File: config.mk
export PLATFORM = sky130hd
export DESIGN_NAME = tbp_ram
export DESIGN_NICKNAME = d
export VERILOG_FILES = /design/src/sv/tbp_ram.sv
export SDC_FILE = /design/constraint.sdc
export NUM_CORES = 2
export LEC_CHECK = 0
export ABC_AREA = 1
export CORE_MARGIN = 2
export CORE_UTILIZATION = 55
export DETAILED_ROUTE_END_ITERATION = 7
export DONT_BUFFER_PORTS = 1
export PLACE_DENSITY = 0.75
export SLEW_MARGIN = 10
export SYNTH_ARGS = -nofsm -noshare
export SYNTH_HDL_FRONTEND = slang
export SYNTH_SLANG_ARGS = --single-unit
File: constraint.sdc
create_clock -name clk -period 2.32 [get_ports clk]
set_clock_uncertainty 0.1 [all_clocks]
set_input_delay 0.464 -clock clk [delete_from_list [all_inputs] [get_ports clk]]
set_output_delay 0.464 -clock clk [all_outputs]
set_load 0.05 [all_outputs]
File: src/sv/tbp_ram.sv
`timescale 1ns / 1ps
// ----------------------------------------------------------------------------
// tbp_ram
// Simple dual-port RAM with one write port and one registered read port.
// ----------------------------------------------------------------------------
module tbp_ram #(
  parameter int WIDTH = 2,
  parameter int DEPTH = 1024
) (
  input  logic                     clk,
  input  logic                     we,
  input  logic [$clog2(DEPTH)-1:0] waddr,
  input  logic [WIDTH-1:0]         wdata,
  input  logic [$clog2(DEPTH)-1:0] raddr,
  output logic [WIDTH-1:0]         rdata
);

  logic [WIDTH-1:0] mem [DEPTH];

  always_ff @(posedge clk) begin
    if (we) begin
      mem[waddr] <= wdata;
    end
    rdata <= mem[raddr];
  end

endmodule

==> summary.md <==
| Metric | Value |
|---|---|
| Status | `complete, but fails checks` |
| Failing checks | `negative hold slack, max-slew violations, negative setup slack` |
| Slew Limit Fails | `1596` |
| TritonRoute pass-1 iters | `6` |
| Synth area leaders | `edfxtp_1, nand3_1, nand2_1, nor2_1, buf_2` |
| Top FF cell, synth | `edfxtp_1` |
| Worst-Margin Slew | `7340 ps` |
| Detailed Route WL | `247000 um` |
| Area of the core | `157000 um2` |
| Post-synthesis sequential area ratio | `70.8%` |
| Cell Count Post-Placement | `9660` |
| Req. time, crit path | `700 ps` |
| Max-cap violations | `0` |
| Post-synthesis async set-or-reset flop share | `0%` |
| EDFF count, synth | `2048` |
| Final hold slack | `-295 ps` |
| Vias in the first global route | `60100` |
| Largest family of logic cells by synthesized area | `simple AND/OR/NAND/NOR gates` |
| Final period util | `241%` |
| RSZ-0062 raised after global routing | `true` |
| Slew Limit Headroom | `-389%` |
| Peak supply drop | `0.000685 V` |
| Post-route ant nets | `0` |
| Type of the worst setup path | `primary input to flip-flop` |
| CP startpoint | `wdata[0]` |
| DRC Markers | `0` |
| CP Data Arrival Time | `3960 ps` |
| Hold path startpoint | `wdata[0]` |
| Initial antenna violation count | `7` |
| Die W | `402 um` |
| I/O pin cnt | `26` |
| Row count | `145` |
| Fin nets | `7858` |
| RD Place Congestion | `0.839` |
| Worst setup EP type | `flip-flop` |
| Syn Area/Cell | `10.9 um2` |
| Syn Std Cell Area | `87000 um2` |
| Overflow after GRT | `0` |
| Cell area after layout | `97300 um2` |
| CTS max path bufs | `3` |
| Lkg Pwr | `33.1 nW` |
| Wire per inst | `24.6 um` |
| Pwr/cell area | `779 nW/um2` |
| FILL cells | `11800` |
| Area occupied by multi-input gates | `22600 um2` |
| Final core occ | `62.1%` |
| Post-synth cell types | `17` |
| Most frequent cell after synthesis | `nand2_1` |
| Final setup fails | `735` |
| TNS Setup | `-1758080 ps` |
| Complex-gate fraction of the synthesized area | `0%` |
| Simple-gate share of the synthesized area | `25.6%` |
| DIE HEIGHT | `402 um` |
| First-pass GRT wire length | `362000 um` |
| Worst-Skew Late Latency | `850 ps` |
| Cts bufs inserted | `196` |
| Hold/Removal Path Class | `primary input to flip-flop` |
| Mux share of post-synthesis cell area | `0%` |
| Post-Place Cell Area | `90300 um2` |
| HPWL Detailed | `120000 um` |
| Largest net degree at the start of global routing | `1026` |
| Clock Pin Slew Worst Setup and Hold Paths | `60 ps` |
| Pwr Total | `75.8 mW` |
| Xor and xnor area share after synthesis | `0%` |
| Worst-path fanout max | `1024` |
| Die ar. | `161000 um2` |
| Tmin final | `5580 ps` |
| FF-to-FF Start | `mem[799][0]$_DFFE_PP_` |
| Final std cells w/o fill | `10100` |
| Area grow syn2layout | `11.9%` |
| Worst-case reg-to-reg path depth | `13` |
| Pre-CTS setup slack | `-788 ps` |
| Htree depth | `4` |
| Initial Util | `55.5%` |
| Startpoint types | `primary input` |
| CTS Sinks | `2050` |
| Synthesis-stage register bit count | `2050` |
| Synth Instances | `7976` |
| Fmax | `179 MHz` |
| Hold path cells | `0` |
| Aggregate global-route resource usage | `29.9%` |
| Post-route setup slack | `-3260 ps` |
| Seq. cell area | `61500 um2` |
| Layout cells sized above 1 | `7.87%` |
| Stages on the worst setup path | `0` |
| Mapped Nets | `8000` |
| Vias | `62600` |
| Synth cell count leaders | `nand2_1, nand3_1, edfxtp_1, nor2_1, clkbuf_1` |
| First DRT Iteration DRCs | `10700` |
| Yosys top cell area share | `70.7%` |
| TritonCTS clock tree | `built` |
| Final Hold Viols | `8` |
| Yosys warns | `0` |
| Area leader, netlist | `edfxtp_1` |
| Port buffer count | `0` |
| Post-synthesis adder-cell area fraction | `0%` |
| CTS root buf | `clkbuf_16` |
| Detail-routed via count per cell | `6.22` |
power by group:
part / switching [mW] / internal, mW / total [mW]
logic: 2.59 / 1.44 / 4.03
registers: 0.00801 / 40.9 / 40.9
clock network: 13.9 / 16.9 / 30.8
flip-flops by register name (all words and copies together), names as in the netlist:
name,cells
mem,2048
rdata,2
final timing paths:
path	endpoint	slack [ps]
worst max-delay path	mem[689][0]$_DFFE_PP_	-3260
worst min-delay path	mem[587][0]$_DFFE_PP_	-300
worst max register to register	rdata[0]$_DFF_P_	220
worst min register to register	rdata[1]$_DFF_P_	1120
kinds of logic (layout without fill, tap and decap cells):
logic type	count (synthesis)	after routing
other	0	3
DFF	2050	2050
buffers and inverters	690	708
and+or+nand+nor	5236	5236
what timing repair did:
item                                    in CTS  in global routing
hold endpoints to repair                   685                221
buffers inserted                             0                 12
hold buffers                                 7                  2
endpoints found under the setup margin       0                171
resized for setup                            0                 51
routing by layer:
| layer | global-route usage (%) | wire length, um | up-vias |
|---|---|---|---|
| met4 | 14.2 | 12800 | 4 |
| met1 | 40.0 | 87600 | 30100 |
| li1 | - | - | 27500 |
| met3 | 6.65 | 33000 | 752 |
| met2 | 46.6 | 114000 | 4286 |
| met5 | 0 | 23 | - |
cells in the final DEF (no fill, tap or decap), types with 8 or more instances in the layout:
| cell | n |
|---|---|
| edfxtp_1 | 2048 |
| nor2_1 | 1039 |
| nand2_1 | 2098 |
| clkbuf_1 | 40 |
| dlygate4sd3_1 | 8 |
| buf_16 | 12 |
| nand3_2 | 27 |
| clkinv_2 | 41 |
| nand3_4 | 10 |
| bufinv_16 | 10 |
| buf_12 | 123 |
| clkbuf_16 | 209 |
| clkinv_1 | 52 |
| nand3_1 | 2012 |
| buf_4 | 147 |
| nand2_2 | 21 |
| nor3_1 | 24 |
| inv_1 | 37 |
area by class of cell:
class	instances	share of cell area, %
Multi-Input combinational cell	5236	23.2
Antenna cell	3	0.00772
Clock inverter	118	0.973
Inverter	45	0.222
Sequential cell	2050	63.2
Tap cell	2058	2.65
Timing Repair Buffer	305	4.40
Clock buffer	240	5.30
No activity file was read; power rests on OpenSTA's default activity.
